### src/design/i2c_register_master_defines.svh
// i2c_register_master_defines.svh: assertion macros for the I2C register master.
// No dependencies.
`ifndef I2C_REGISTER_MASTER_DEFINES_SVH
`define I2C_REGISTER_MASTER_DEFINES_SVH
// a registered result stays put while it waits
`define IRM_ASSERT_HOLD(lbl, clk_s, rst_n, v, r, sig) \
	lbl: assert property (@(posedge clk_s) disable iff (!rst_n) \
		((v) && !(r)) |=> $stable(sig)) else $error("result changed while stalled");
// implication checked at each clock edge
`define IRM_ASSERT_IMPL(lbl, clk_s, rst_n, a, c) \
	lbl: assert property (@(posedge clk_s) disable iff (!rst_n) (a) |-> (c)) \
		else $error("implication failed");
`endif

### src/design/irm_pkg.sv
// irm_pkg: phase codes, segment lengths and widths for the I2C register master.
// No dependencies.
`timescale 1ns / 1ps
package irm_pkg;
	localparam int DELAY_BITS_DEF = 16;
	localparam int PROBE_LIMIT_DEF = 128;
	localparam logic [15:0] DELAY_RESET = 16'd5;

	localparam logic [2:0] PH_IDLE = 3'd0;
	localparam logic [2:0] PH_START = 3'd1;
	localparam logic [2:0] PH_TX = 3'd2;
	localparam logic [2:0] PH_ACK = 3'd3;
	localparam logic [2:0] PH_RX = 3'd4;
	localparam logic [2:0] PH_MACK = 3'd5;
	localparam logic [2:0] PH_STOP = 3'd6;
	localparam logic [2:0] PH_GAP = 3'd7;

	localparam logic [1:0] OP_READ = 2'd0;
	localparam logic [1:0] OP_BURST = 2'd1;
	localparam logic [1:0] OP_WRITE = 2'd2;
	localparam logic [1:0] OP_PROBE = 2'd3;

	typedef struct packed {
		logic scl;
		logic sda;
		logic drv;
		logic busy;
		logic rvalid;
		logic [7:0] rbyte;
		logic rlast;
		logic [2:0] acks;
		logic pfound;
		logic [6:0] faddr;
		logic done;
	} irm_res_t;

	function automatic logic [4:0] seg_len(input logic [2:0] ph);
		case (ph)
			PH_START: seg_len = 5'd3;
			PH_TX: seg_len = 5'd17;
			PH_ACK: seg_len = 5'd3;
			PH_RX: seg_len = 5'd17;
			PH_MACK: seg_len = 5'd4;
			PH_STOP: seg_len = 5'd3;
			default: seg_len = 5'd1;
		endcase
	endfunction
endpackage

### src/design/irm_seq.sv
// irm_seq: I2C pin sequencer state; advances one request per cycle while go is high.
// Depends on irm_pkg.
`timescale 1ns / 1ps
module irm_seq import irm_pkg::*; #(
	parameter int DELAY_BITS = DELAY_BITS_DEF,
	parameter int PROBE_LIMIT = PROBE_LIMIT_DEF
) (
	input logic clk,
	input logic arst_n,
	input logic go,
	input logic [15:0] delay_ticks,
	input logic kind,
	input logic [1:0] op,
	input logic [6:0] device_address,
	input logic [7:0] register_address,
	input logic [7:0] write_data,
	input logic [7:0] byte_count,
	input logic sda_in,
	output irm_res_t res
);
	localparam logic [7:0] PLAST = 8'(PROBE_LIMIT - 1);

	logic [2:0] phase_q, phase_d;
	logic [DELAY_BITS-1:0] dcnt_q, dcnt_d;
	logic [4:0] step_q, step_d;
	logic [3:0] stage_q, stage_d;
	logic [7:0] shift_q, shift_d, left_q, left_d;
	logic [2:0] ack_q, ack_d;
	logic [1:0] slot_q, slot_d, lop_q, lop_d;
	logic [6:0] pnext_q, pnext_d, dev_q, dev_d;
	logic [7:0] reg_q, reg_d, dat_q, dat_d;
	logic found_q, found_d;
	logic [DELAY_BITS-1:0] lim;
	logic [DELAY_BITS-1:0] dinc;
	logic [2:0] bidx;
	irm_res_t r;

	always_comb begin
		phase_d = phase_q; dcnt_d = dcnt_q; step_d = step_q; stage_d = stage_q;
		shift_d = shift_q; left_d = left_q; ack_d = ack_q; slot_d = slot_q;
		lop_d = lop_q; pnext_d = pnext_q; dev_d = dev_q; reg_d = reg_q;
		dat_d = dat_q; found_d = found_q;
		r = '0;
		bidx = step_q[3:1];
		lim = DELAY_BITS'(delay_ticks);
		if (lim == '0) lim = DELAY_BITS'(1);
		dinc = dcnt_q + DELAY_BITS'(1);
		if (!kind) begin
			if (phase_q == PH_IDLE) begin
				lop_d = op; dev_d = device_address; reg_d = register_address;
				dat_d = write_data;
				left_d = (op == OP_READ) ? 8'd1 : ((op == OP_BURST) ? byte_count : 8'd0);
				ack_d = '0; pnext_d = '0; found_d = 1'b0; stage_d = '0; dcnt_d = '0;
				phase_d = PH_START; step_d = '0; shift_d = '0;
			end
		end else if (phase_q != PH_IDLE) begin
			dcnt_d = dinc;
			if (dinc >= lim) begin
				dcnt_d = '0;
				if (phase_q == PH_RX && step_q[0]) begin
					shift_d[3'd7 - bidx] = sda_in;
					if (step_q == 5'd15) begin
						r.rvalid = 1'b1;
						r.rbyte = shift_d;
						r.rlast = (left_q == 8'd1);
					end
				end else if (phase_q == PH_ACK && step_q == 5'd1) begin
					ack_d[slot_q] = sda_in;
				end
				step_d = step_q + 5'd1;
				if (step_d >= seg_len(phase_q)) begin
					stage_d = stage_q + 4'd1;
					step_d = '0;
					if (lop_q == OP_READ || lop_q == OP_BURST) begin
						case (stage_d)
							4'd1: begin phase_d = PH_TX; shift_d = {dev_q, 1'b0}; end
							4'd2: begin phase_d = PH_ACK; slot_d = 2'd0; end
							4'd3: begin phase_d = PH_TX; shift_d = reg_q; end
							4'd4: begin phase_d = PH_ACK; slot_d = 2'd1; end
							4'd5: begin phase_d = PH_START; shift_d = '0; end
							4'd6: begin phase_d = PH_TX; shift_d = {dev_q, 1'b1}; end
							4'd7: begin phase_d = PH_ACK; slot_d = 2'd2; end
							4'd8: begin
								shift_d = '0;
								if (left_q != '0) phase_d = PH_RX;
								else begin stage_d = 4'd10; phase_d = PH_STOP; end
							end
							4'd9: begin phase_d = PH_MACK; shift_d = '0; end
							4'd10: begin
								shift_d = '0;
								left_d = left_q - 8'd1;
								if (left_d != '0) begin stage_d = 4'd8; phase_d = PH_RX; end
								else phase_d = PH_STOP;
							end
							default: begin phase_d = PH_IDLE; r.done = 1'b1; end
						endcase
					end else if (lop_q == OP_WRITE) begin
						case (stage_d)
							4'd1: begin phase_d = PH_TX; shift_d = {dev_q, 1'b0}; end
							4'd2: begin phase_d = PH_ACK; slot_d = 2'd0; end
							4'd3: begin phase_d = PH_TX; shift_d = reg_q; end
							4'd4: begin phase_d = PH_ACK; slot_d = 2'd1; end
							4'd5: begin phase_d = PH_TX; shift_d = dat_q; end
							4'd6: begin phase_d = PH_ACK; slot_d = 2'd2; end
							4'd7: begin phase_d = PH_STOP; shift_d = '0; end
							default: begin phase_d = PH_IDLE; r.done = 1'b1; end
						endcase
					end else begin
						case (stage_d)
							4'd1: begin phase_d = PH_TX; shift_d = {pnext_q, 1'b0}; end
							4'd2: begin phase_d = PH_ACK; slot_d = 2'd0; end
							4'd3: begin
								found_d = !ack_d[0]; phase_d = PH_STOP; shift_d = '0;
							end
							4'd4: begin
								if (found_q || {1'b0, pnext_q} >= PLAST) begin
									phase_d = PH_IDLE; r.done = 1'b1;
									r.pfound = found_q;
									r.faddr = found_q ? pnext_q : 7'd0;
									stage_d = stage_q + 4'd1;
								end else begin
									pnext_d = pnext_q + 7'd1; phase_d = PH_GAP; shift_d = '0;
								end
							end
							default: begin stage_d = '0; phase_d = PH_START; shift_d = '0; end
						endcase
					end
				end
			end
		end
		// pin levels after this request
		r.scl = 1'b1; r.sda = 1'b1; r.drv = 1'b1;
		case (phase_d)
			PH_START: begin r.scl = step_d < 5'd2; r.sda = step_d == 5'd0; end
			PH_TX: begin
				if (step_d == '0) begin r.scl = 1'b0; r.sda = 1'b0; end
				else begin
					r.scl = !step_d[0];
					r.sda = shift_d[3'd7 - 3'((step_d - 5'd1) >> 1)];
				end
			end
			PH_ACK: begin
				if (step_d == '0) begin r.scl = 1'b0; r.sda = shift_d[0]; end
				else begin r.scl = step_d == 5'd1; r.drv = 1'b0; end
			end
			PH_RX: begin r.scl = (step_d != '0) && step_d[0]; r.drv = 1'b0; end
			PH_MACK: begin
				r.scl = step_d == 5'd2;
				r.sda = (step_d != '0) && (left_d == 8'd1);
			end
			PH_STOP: begin r.scl = step_d != '0; r.sda = step_d == 5'd2; end
			default: ;
		endcase
		r.busy = phase_d != PH_IDLE;
		r.acks = ack_d;
	end

	always_ff @(posedge clk or negedge arst_n) begin
		if (!arst_n) begin
			phase_q <= PH_IDLE; dcnt_q <= '0; step_q <= '0; stage_q <= '0;
			shift_q <= '0; left_q <= '0; ack_q <= '0; slot_q <= '0; lop_q <= '0;
			pnext_q <= '0; dev_q <= '0; reg_q <= '0; dat_q <= '0; found_q <= 1'b0;
		end else if (go) begin
			phase_q <= phase_d; dcnt_q <= dcnt_d; step_q <= step_d; stage_q <= stage_d;
			shift_q <= shift_d; left_q <= left_d; ack_q <= ack_d; slot_q <= slot_d;
			lop_q <= lop_d; pnext_q <= pnext_d; dev_q <= dev_d; reg_q <= reg_d;
			dat_q <= dat_d; found_q <= found_d;
		end
	end

	assign res = r;
endmodule

### src/design/i2c_register_master.sv
// i2c_register_master: top level, input register, sequencer and result register.
// Depends on irm_pkg, irm_seq and i2c_register_master_defines.svh.
//  channel | handshake              | payload
//  cfg     | cfg_valid/cfg_ready    | cfg_data (delay_ticks)
//  in      | in_valid/in_ready      | kind, op, addresses, data, count, sda_in
//  out     | out_valid/out_ready    | pin levels, status, read byte, acks, probe
// One request per cycle while results are taken: input register, one state update, result register.
// A request passes through the input register and then the result register.
// Reset clears all control state; delay_ticks returns to 5.
// The input stage stalls only when the result register is full and not taken.
`timescale 1ns / 1ps
`include "i2c_register_master_defines.svh"
module i2c_register_master import irm_pkg::*; #(
	parameter int DELAY_BITS = DELAY_BITS_DEF,
	parameter int PROBE_LIMIT = PROBE_LIMIT_DEF
) (
	input logic clk,
	input logic arst_n,
	input logic cfg_valid,
	output logic cfg_ready,
	input logic [15:0] cfg_data,
	input logic in_valid,
	output logic in_ready,
	input logic kind,
	input logic [1:0] op,
	input logic [6:0] device_address,
	input logic [7:0] register_address,
	input logic [7:0] write_data,
	input logic [7:0] byte_count,
	input logic sda_in,
	output logic out_valid,
	input logic out_ready,
	output logic scl_level,
	output logic sda_level,
	output logic sda_drive,
	output logic busy_res,
	output logic read_valid,
	output logic [7:0] read_byte,
	output logic read_last,
	output logic [2:0] ack_flags,
	output logic probe_found,
	output logic [6:0] found_address,
	output logic done_res
);
	logic [15:0] delay_q;
	logic v_s1, v_s2;
	logic kind_s1, sda_s1;
	logic [1:0] op_s1;
	logic [6:0] dev_s1;
	logic [7:0] reg_s1, dat_s1, cnt_s1;
	logic adv_s1;
	irm_res_t res, res_s2;

	assign cfg_ready = 1'b1;
	assign adv_s1 = v_s1 && (!v_s2 || out_ready);
	assign in_ready = !v_s1 || adv_s1;

	always_ff @(posedge clk or negedge arst_n) begin
		if (!arst_n) delay_q <= DELAY_RESET;
		else if (cfg_valid) delay_q <= cfg_data;
	end

	always_ff @(posedge clk or negedge arst_n) begin
		if (!arst_n) begin
			v_s1 <= 1'b0;
			v_s2 <= 1'b0;
		end else begin
			if (in_ready) v_s1 <= in_valid;
			if (adv_s1) v_s2 <= 1'b1;
			else if (out_ready) v_s2 <= 1'b0;
		end
	end

	always_ff @(posedge clk) begin
		if (in_valid && in_ready) begin
			kind_s1 <= kind; op_s1 <= op; dev_s1 <= device_address;
			reg_s1 <= register_address; dat_s1 <= write_data; cnt_s1 <= byte_count;
			sda_s1 <= sda_in;
		end
		if (adv_s1) res_s2 <= res;
	end

	irm_seq #(.DELAY_BITS(DELAY_BITS), .PROBE_LIMIT(PROBE_LIMIT)) u_seq (
		.clk(clk), .arst_n(arst_n), .go(adv_s1), .delay_ticks(delay_q),
		.kind(kind_s1), .op(op_s1), .device_address(dev_s1),
		.register_address(reg_s1), .write_data(dat_s1), .byte_count(cnt_s1),
		.sda_in(sda_s1), .res(res)
	);

	assign out_valid = v_s2;
	assign scl_level = res_s2.scl;
	assign sda_level = res_s2.sda;
	assign sda_drive = res_s2.drv;
	assign busy_res = res_s2.busy;
	assign read_valid = res_s2.rvalid;
	assign read_byte = res_s2.rbyte;
	assign read_last = res_s2.rlast;
	assign ack_flags = res_s2.acks;
	assign probe_found = res_s2.pfound;
	assign found_address = res_s2.faddr;
	assign done_res = res_s2.done;

	`IRM_ASSERT_HOLD(a_out_hold, clk, arst_n, out_valid, out_ready, res_s2)
	`IRM_ASSERT_IMPL(a_done_idle, clk, arst_n, out_valid && done_res, !busy_res)
	`IRM_ASSERT_IMPL(a_last_valid, clk, arst_n, out_valid && read_last, read_valid)
	`IRM_ASSERT_IMPL(a_found_done, clk, arst_n, out_valid && probe_found, done_res)
endmodule
### config.mk
export PLATFORM = sky130hd
export DESIGN_NAME = i2c_register_master
export DESIGN_NICKNAME = d
export VERILOG_FILES = /design/src/design/irm_pkg.sv /design/src/design/irm_seq.sv /design/src/design/i2c_register_master.sv
export VERILOG_INCLUDE_DIRS = /design/src /design/src/design
export SDC_FILE = /design/constraint.sdc
export NUM_CORES = 1
export LEC_CHECK = 0
export ABC_AREA = 0
export BUFFER_PORTS_ARGS = -buffer_cell sky130_fd_sc_hd__buf_2
export CAP_MARGIN = 20
export CORE_UTILIZATION = 28
export DETAILED_ROUTE_END_ITERATION = 8
export PLACE_DENSITY = 0.47
export SLEW_MARGIN = 10
export SYNTH_ARGS = -nofsm -noshare
export SYNTH_HDL_FRONTEND = slang
export SYNTH_HIERARCHICAL = 1
export SYNTH_SLANG_ARGS = --single-unit
### constraint.sdc
create_clock -name clk -period 5.9 [get_ports clk]
set_clock_uncertainty 0.1 [all_clocks]
set_input_delay 0.295 -clock clk [delete_from_list [all_inputs] [get_ports clk]]
set_output_delay 0.295 -clock clk [all_outputs]
set_load 0.03 [all_outputs]
---- After elaboration in Yosys (flattened, before gate mapping) ----
Cells that the tools add are included.
word-level totals
  input port bits ......................... 56
  bits in registers ....................... 161
operators by class
  multiplexer cells ....................... 114
  reduce and logical (&&, ||, !) cells .... 51
  $lt $le $gt $ge ......................... 9
  add/sub/neg operators ................... 8
  equality and inequality tests ........... 40
  bitwise operators ....................... 7
operators by type and width
  operator                                                                number
  8-bit two-way mux                                                       18
  16-bit two-way mux                                                      5
  8-bit case mux with 4 select lines                                      2
  7-bit two-way mux                                                       9
  3-bit two-way mux                                                       17
  4-bit two-way mux                                                       10
  5-bit two-way mux                                                       8
  8-bit case mux with 3 select lines                                      1
  1-bit two-way mux                                                       22
  3-bit equality test (second input constant)                             6
  3-bit case mux with 6 select lines                                      1
  16-bit by 1-bit adder with 16-bit output (second input constant)        1
  4-bit by 3-bit equality test with 1-bit output (second input constant)  4
  8-bit by 1-bit equality test with 1-bit output (second input constant)  2
  16-bit >= comparator                                                    1
  16-bit logical NOT                                                      1
  8-bit AND reduction                                                     2
  8-bit nonzero test                                                      2
  5-bit case mux with 3 select lines                                      1
  3-bit OR reduction                                                      5
  3-bit by 2-bit equality test with 1-bit output (second input constant)  4
  4-bit equality test (second input constant)                             3
  2-bit two-way mux                                                       6
  2-bit case mux with 3 select lines                                      2
  57 further kinds                                                        96

---- Depth between registers and ports, before layout ----
Gate-level depths: netlist of run 1.
  word-level depth ........................ 19
  depth in mapped cells ................... 21

---- By module ----
The synthesis of run 1 kept the hierarchy.
by module, submodules not included
  module               area an instance (µm²)  instances  cells an instance  sequential area each (µm²)
  irm_seq              7119.3                  1          856                2052.0
  i2c_register_master  2583.7                  1          105                2284.7

---- Least setup slack after synthesis of run 1 ----
No wires, ideal clock.
  kind .................................... register to register
  start ................................... reg u_seq.dcnt_q[0]
  end ..................................... reg res_s2 (netlist bit sda_level) (data pin)
  stages on the path, launching flop included .. 19
  slack ................................... 1302 ps
  clock period less this slack ............ 4598 ps
  library setup time ...................... 259 ps
  data required time ...................... 5541 ps
  arrival time ............................ 4240 ps
  cells stage by stage .................... dfrtp_1 -> nand3_1 -> nor2_1 -> nand3_1 -> nor3_1 -> nand3_1 -> xnor2_1 -> ha_1 -> nand2_1 -> a311oi_1 -> nor2_1 -> a211oi_1 -> o32a_1 -> ha_1 -> inv_1 -> or4_1 -> mux2i_1 -> a21oi_1 -> a211o_1
RTL lines
  element                 line                       RTL
  start, declared         irm_seq.sv:24              logic [DELAY_BITS-1:0] dcnt_q, dcnt_d;
  start signal, assigned  irm_seq.sv:164             phase_q <= phase_d; dcnt_q <= dcnt_d; step_q <= step_d; stage_q <= stage_d;
  end signal, assigned    i2c_register_master.sv:80  if (adv_s1) res_s2 <= res;
  end, declared           i2c_register_master.sv:52  irm_res_t res, res_s2;

==> flow_metrics.env, run 1 <==
export IMPL_status="finished, final reports clean"
export IMPL_drt_wl_total_um=27500
export IMPL_synth_most_common_cell="dfrtp_1"
export IMPL_cp_num_buf_inv=1
export IMPL_end_kind="flop"
export IMPL_cp_cell_sequence="nand2_1 -> nor2_1 -> nand3_1 -> nor3_1 -> nand3_1 -> xnor2_1 -> ha_1 -> a21oi_1 -> o21ai_1 -> nor3_2 -> a21o_1 -> o32a_1 -> ha_1 -> inv_1 -> xnor2_1 -> mux4_2 -> mux2i_1 -> a211o_1"
export IMPL_synth_top_area_share_pct=25.3
export IMPL_p_sw_mw=1.59
export IMPL_irDropWorstVdd_mv=0.254
export IMPL_worstPathArrival_ns=5.51
export IMPL_p_comb_share_pct=35.1
export IMPL_crit_path_max_fanout=9
export IMPL_vias=7768
export IMPL_ys_types=88
export IMPL_internal_power_mw=2.49
export IMPL_period_needed_ns=5.30
export IMPL_setup_tns_final_ns=0
export IMPL_dieWidth_um=188
export IMPL_r2r_slack_ns=0.60
export IMPL_seq_area_frac_synth_pct=44.7
export IMPL_max_clock_path_buffers=2
export IMPL_path_class="flop to flop"
export IMPL_yosys_top_cells_count="98 x dfrtp_1, 74 x nand2_1, 69 x nor2_1, 61 x edfxtp_1, 58 x a21oi_1"
export IMPL_fmax_mhz=189
export IMPL_path_delay_family="simple AND/OR/NAND/NOR gates"
export IMPL_p_leak_nw=4.74
export IMPL_syn_inst=961
export IMPL_cp_slowest_cell="mux4_2"
export IMPL_drc=0
export IMPL_dieArea_mm2=0.0354
export IMPL_first_iter_violations=569
export IMPL_first_pass_iters=4
export IMPL_portBuffers=83
export IMPL_vias_per_cell=5.08
export IMPL_num_rows=67
export IMPL_coreArea_mm2=0.0338
export IMPL_start_util_pct=28.7
export IMPL_finalSetupViolations=0
export IMPL_dp_hpwl_um=19300
export IMPL_instances_no_fill=1528
export IMPL_clockRootBuffer="clkbuf_16"
export IMPL_gp_congestion=0.894
export IMPL_drv_cap=0
export IMPL_syn_nets=1052
export IMPL_nFillCells=3436
export IMPL_grt_use_total_pct=15.9
export IMPL_synth_warnings=6
export IMPL_area_growth_syn_to_layout_pct=19.6
export IMPL_start_kind="flop"
export IMPL_ys_seq_elements=161
export IMPL_cts_tree="done"
export IMPL_ys_flop_type="dfrtp_1"
export IMPL_antenna_found_initial=0
export IMPL_final_core_util_pct=34.3
export IMPL_yosys_area_top_type="dfrtp_1"
export IMPL_wire_per_inst_um=18.0
export IMPL_fin_hold_ws_ns=0.0420
export IMPL_grt_pass1_vias=7613
export IMPL_drive_gt1_share_pct=19.1
export IMPL_sw_frac_of_total_pct=38.9
export IMPL_avgSynthCellArea_um2=10.1
export IMPL_tightest_slew_ns=0.909
export IMPL_n_antenna_cell=0
export IMPL_hold_viol=0
export IMPL_report_final_slew_viol_count=0
export IMPL_seqPwrFrac_pct=38.7
export IMPL_grt_start_max_net_pins=68
export IMPL_pwr_share_clk_pct=26.1
export IMPL_async_reset_ff_share_pct=62.1
export IMPL_hp_class="input pin to flop"
export IMPL_grt_pass1_wl_um=43800
export IMPL_numClockSinks=161
export IMPL_max_stage_delay_ns=0.55
export IMPL_nets=1158
export IMPL_ys_top_cells_by_area="dfrtp_1 25%, edfxtp_1 19%, mux2_2 5.3%, ha_1 4.5%, a21oi_1 3.0%"
export IMPL_postRouteAntennaNets=0
export IMPL_die_h_um=188
export IMPL_synth_edf_count=61
export IMPL_max_slew_margin_pct=39.4
export IMPL_cts_reportedPaths_clkPinSlew_ns=0.07
export IMPL_crit_required_ns=6.11
export IMPL_finalCritPeriodShare_pct=89.8
export IMPL_power_mw=4.08
export IMPL_grt_overflow_total=0
export IMPL_clk_latency_ns=0.44
export IMPL_numCtsBuffers=17
export IMPL_io_pins=85
export IMPL_rsz0062_at_grt="no"
export IMPL_h_tree_depth=4
export IMPL_dp_cells=1442
export IMPL_p_per_area_mw_per_mm2=352
export IMPL_netlist_area_mm2=0.00970
[cells by family after synthesis]
logic type | synth area share, %
and+or+nand+nor | 16.8
buffers and inverters | 4.19
muxes | 9.13
other | 0.0386
xor gates and xnor gates | 3.16
AOI/OAI and AO/OA | 17.5
adders and majority gates | 4.51
DFF | 44.7
[cells in the final DEF (no fill, tap or decap), types with 18 or more instances in the layout]
| master | instances |
|---|---|
| dfrtp_1 | 98 |
| buf_2 | 82 |
| nand2_1 | 74 |
| nor2_1 | 69 |
| edfxtp_1 | 61 |
| a21oi_1 | 58 |
| dlygate4sd3_1 | 53 |
| nand3_1 | 48 |
| mux2_2 | 46 |
| o21ai_0 | 39 |
| ha_1 | 35 |
| inv_1 | 32 |
| nor3_1 | 21 |
| clkbuf_16 | 18 |
| xor2_1 | 18 |
| and3_1 | 18 |
[worst paths after layout]
check / from / to / cells after the start
worst min-delay path: out_ready / out_valid$_DFFE_PN0P_ / 3
worst max-delay path: u_seq/dcnt_q[2]$_DFFE_PN0P_ / sda_level$_DFFE_PP_ / 18
worst min register to register: dat_s1[7]$_DFFE_PP_ / u_seq/dat_q[7]$_DFFE_PN0P_ / 1
max in group asynchronous: arst_n / u_seq/pnext_q[0]$_DFFE_PN0P_ / 3
min in group asynchronous: arst_n / out_valid$_DFFE_PN0P_ / 2
worst max register to register: u_seq/dcnt_q[2]$_DFFE_PN0P_ / sda_level$_DFFE_PP_ / 18
[power groups by stage]
stage               Sequential (mW)  Combinational, mW  Clock [mW]
finish                         1.58               1.43        1.07
global route                   1.61               1.58        1.15
CTS                            1.58               1.42        1.11
detailed placement             1.60               1.38           0
global placement               1.60               1.38           0
floorplan                      1.48               1.09           0
[repair_timing]
action                     4_1_cts  5_1_grt
hold buffers                    53        0
buffers inserted                 0        0
gates resized for setup          0        1
hold endpoints to repair        85        0
setup endpoints to repair        0        1
[metal layers]
metal  vias up  track usage, %  share of wire (%)
li1       3787               -                  -
met1      3764            22.4                 49
met2       193            24.3                 45
met3        24            2.88                4.0
met4         0            5.38                1.9
met5         -               0                  0
[tightest hold or removal path, delay by kind of cell]
family	cells	cell delay, ns
simple gates	2	0.16
buf+inv	1	0.08
[final cells by class]
cell class	instances	area, um^2	share of cell area, %
inverters	35	131	1.13
well taps	448	561	4.83
multi-input cells	706	4970	42.8
clock buffers	20	468	4.03
repair buffers	146	1040	8.99
clock inverters	12	93.8	0.809
flip-flops and latches	161	4340	37.4
[per-stage QoR]
step	cell area, um^2	setup slack, ns
3_5_place_dp	10500	0.578
6_report	11600	0.604
2_1_floorplan	9700	1.30
5_1_grt	11600	0.0460
4_1_cts	11600	0.521
3_3_place_gp	10500	0.707
[state kept, by name, indices dropped and copies added, names as in the netlist, 7 cells and up]
signal / cells
u_seq/pnext_q: 7
u_seq/dev_q: 7
u_seq/shift_q: 8
dev_s1: 7
u_seq/dcnt_q: 16
dat_s1: 8
reg_s1: 8
cnt_s1: 8
read_byte: 8
u_seq/dat_q: 8
found_address: 7
u_seq/reg_q: 8
u_seq/left_q: 8
delay_q: 16
No activity file was read; power rests on OpenSTA's default activity.
==> run 2: changes to the inputs <==
- clock period: 5.9 -> 5.4 ns (I/O delays scaled with it)
==> flow_metrics.env, run 2 (synthesis results as in run 1) <==
export IMPL_status="finished, final reports clean"
export IMPL_place_ws_ns=0.0621
export IMPL_crit_path_max_fanout=7
export IMPL_met2_usage_pct=25.2
export IMPL_critPathMostFrequentCell="ha_1"
export IMPL_cts_reportedPaths_clkPinSlew_ns=0.07
export IMPL_hp_class="input pin to flop"
export IMPL_cts_tree="done"
export IMPL_p_leak_nw=4.79
export IMPL_max_stage_delay_ns=0.55
export IMPL_gr_max_usage_layer="met2"
export IMPL_grt_pass1_vias=7615
export IMPL_n_antenna_cell=0
export IMPL_die_h_um=188
export IMPL_cp_num_buf_inv=1
export IMPL_crit_required_ns=5.62
export IMPL_numClockSinks=161
export IMPL_finalSetupViolations=0
export IMPL_dp_cells=1449
export IMPL_postRouteAntennaNets=0
export IMPL_finalCritPeriodShare_pct=91.2
export IMPL_grt_overflow_total=0
export IMPL_reg_largest_list="delay_q: 16 flops, u_seq/dcnt_q: 16 flops"
export IMPL_irDropWorstVdd_mv=0.236
export IMPL_fin_hold_ws_ns=0.0180
export IMPL_start_kind="flop"
export IMPL_clockRootBuffer="clkbuf_16"
export IMPL_period_needed_ns=4.92
export IMPL_drt_wl_total_um=27700
export IMPL_cp_slowest_cell="mux4_2"
export IMPL_grt_pass1_wl_um=43800
export IMPL_dieArea_mm2=0.0354
export IMPL_grt_util_met3_pct=3.28
export IMPL_antenna_found_initial=0
export IMPL_mostFrequentLayoutCells="98 x dfrtp_1, 82 x buf_2, 74 x nand2_1"
export IMPL_vias_per_cell=5.13
export IMPL_report_final_slew_viol_count=0
export IMPL_fmax_mhz=203
export IMPL_coreArea_mm2=0.0338
export IMPL_path_delay_family="compound AO/OA/AOI/OAI gates"
export IMPL_max_clock_path_buffers=2
export IMPL_setup_slack_ns=0.477
export IMPL_setup_tns_final_ns=0
export IMPL_p_per_area_mw_per_mm2=386
export IMPL_dieWidth_um=188
export IMPL_vias=7879
export IMPL_worstPathArrival_ns=5.14
export IMPL_nets=1166
export IMPL_path_class="flop to flop"
export IMPL_max_slew_margin_pct=39.8
export IMPL_dp_hpwl_um=19500
export IMPL_wire_per_inst_um=18.1
export IMPL_end_kind="flop"
export IMPL_portBuffers=83
export IMPL_nFillCells=3431
export IMPL_drc=0
export IMPL_first_pass_iters=4
export IMPL_drive_gt1_share_pct=20.0
export IMPL_start_util_pct=28.7
export IMPL_area_growth_syn_to_layout_pct=20.5
export IMPL_clk_latency_ns=0.45
export IMPL_drv_cap=0
export IMPL_h_tree_depth=4
export IMPL_io_pins=85
export IMPL_gp_congestion=0.863
export IMPL_grt_start_max_net_pins=67
export IMPL_use_met1_pct=21.6
export IMPL_tightest_slew_ns=0.903
export IMPL_grt_use_total_pct=16.0
export IMPL_hold_viol=0
export IMPL_power_mw=4.51
export IMPL_num_rows=67
export IMPL_first_iter_violations=481
export IMPL_final_common_cell="dfrtp_1"
export IMPL_instances_no_fill=1536
export IMPL_numCtsBuffers=17
export IMPL_cp_cell_sequence="ha_1 -> nand3_1 -> nor2_2 -> nand2_1 -> nor2_1 -> and3_1 -> xor2_1 -> ha_1 -> nand2_1 -> o21ai_1 -> nor2_1 -> a211oi_4 -> o32a_1 -> ha_1 -> inv_1 -> xnor2_1 -> mux4_2 -> mux2i_1 -> a211o_1"
[run 2: final timing paths]
path                       depth (start not counted)  slack [ns]                        start                      endpoint
max reg2reg                                       19        0.48  u_seq/dcnt_q[0]$_DFFE_PN0P_           sda_level$_DFFE_PP_
max                                               19        0.48  u_seq/dcnt_q[0]$_DFFE_PN0P_           sda_level$_DFFE_PP_
max in group asynchronous                          3        3.67                       arst_n  u_seq/stage_q[2]$_DFFE_PN0P_
min                                                3        0.02                    out_ready         out_valid$_DFFE_PN0P_
min in group asynchronous                          2        0.25                       arst_n    u_seq/lop_q[0]$_DFFE_PN0P_
min reg2reg                                        1        0.38          dat_s1[1]$_DFFE_PP_    u_seq/dat_q[1]$_DFFE_PN0P_
[run 2: per-stage QoR]
stage	cell area [um^2]	utilization, %
3_3_place_gp	10500	31.2
2_1_floorplan	9700	-
5_1_grt	11700	34.6
6_report	11700	34.6
3_5_place_dp	10500	31.2
4_1_cts	11600	34.5
[run 2: timing repair]
item | in CTS | in global routing
hold buffers | 53 | 0
buffers inserted | 0 | 1
endpoints found under the setup margin | 0 | 1
hold endpoints to repair | 88 | 0
resized for setup | 0 | 6
[run 2: worst min-delay path: cells and delay by family]
kind	cells	cell delay, ns
AND/OR/NAND/NOR	2	0.17
buffers and inverters	1	0.08
[run 2: final cells by class]
| cell class | count | area (um^2) | area share [%] |
|---|---|---|---|
| clock buffer | 17 | 425 | 3.64 |
| inverter | 35 | 131 | 1.12 |
| timing repair buffer | 154 | 1090 | 9.33 |
| multi-input combinational | 706 | 5000 | 42.7 |
| tap | 448 | 561 | 4.79 |
| sequential | 161 | 4340 | 37.1 |
| clock inverter | 15 | 155 | 1.33 |
[run 2: metal layers]
layer / routed length [um] / part of all wire, % / vias up
met5: 0 / 0 / -
met4: 541 / 2.0 / 0
met3: 1070 / 3.9 / 31
met2: 12900 / 47 / 176
met1: 13200 / 47 / 3855
li1: - / - / 3817
[run 2: report_power, final]
| group | switching, mW | internal (mW) | total, mW |
|---|---|---|---|
| Combinational | 0.971 | 0.648 | 1.62 |
| Sequential | 0.228 | 1.46 | 1.69 |
| Clock | 0.561 | 0.649 | 1.21 |
| Total | 1.76 | 2.75 | 4.51 |
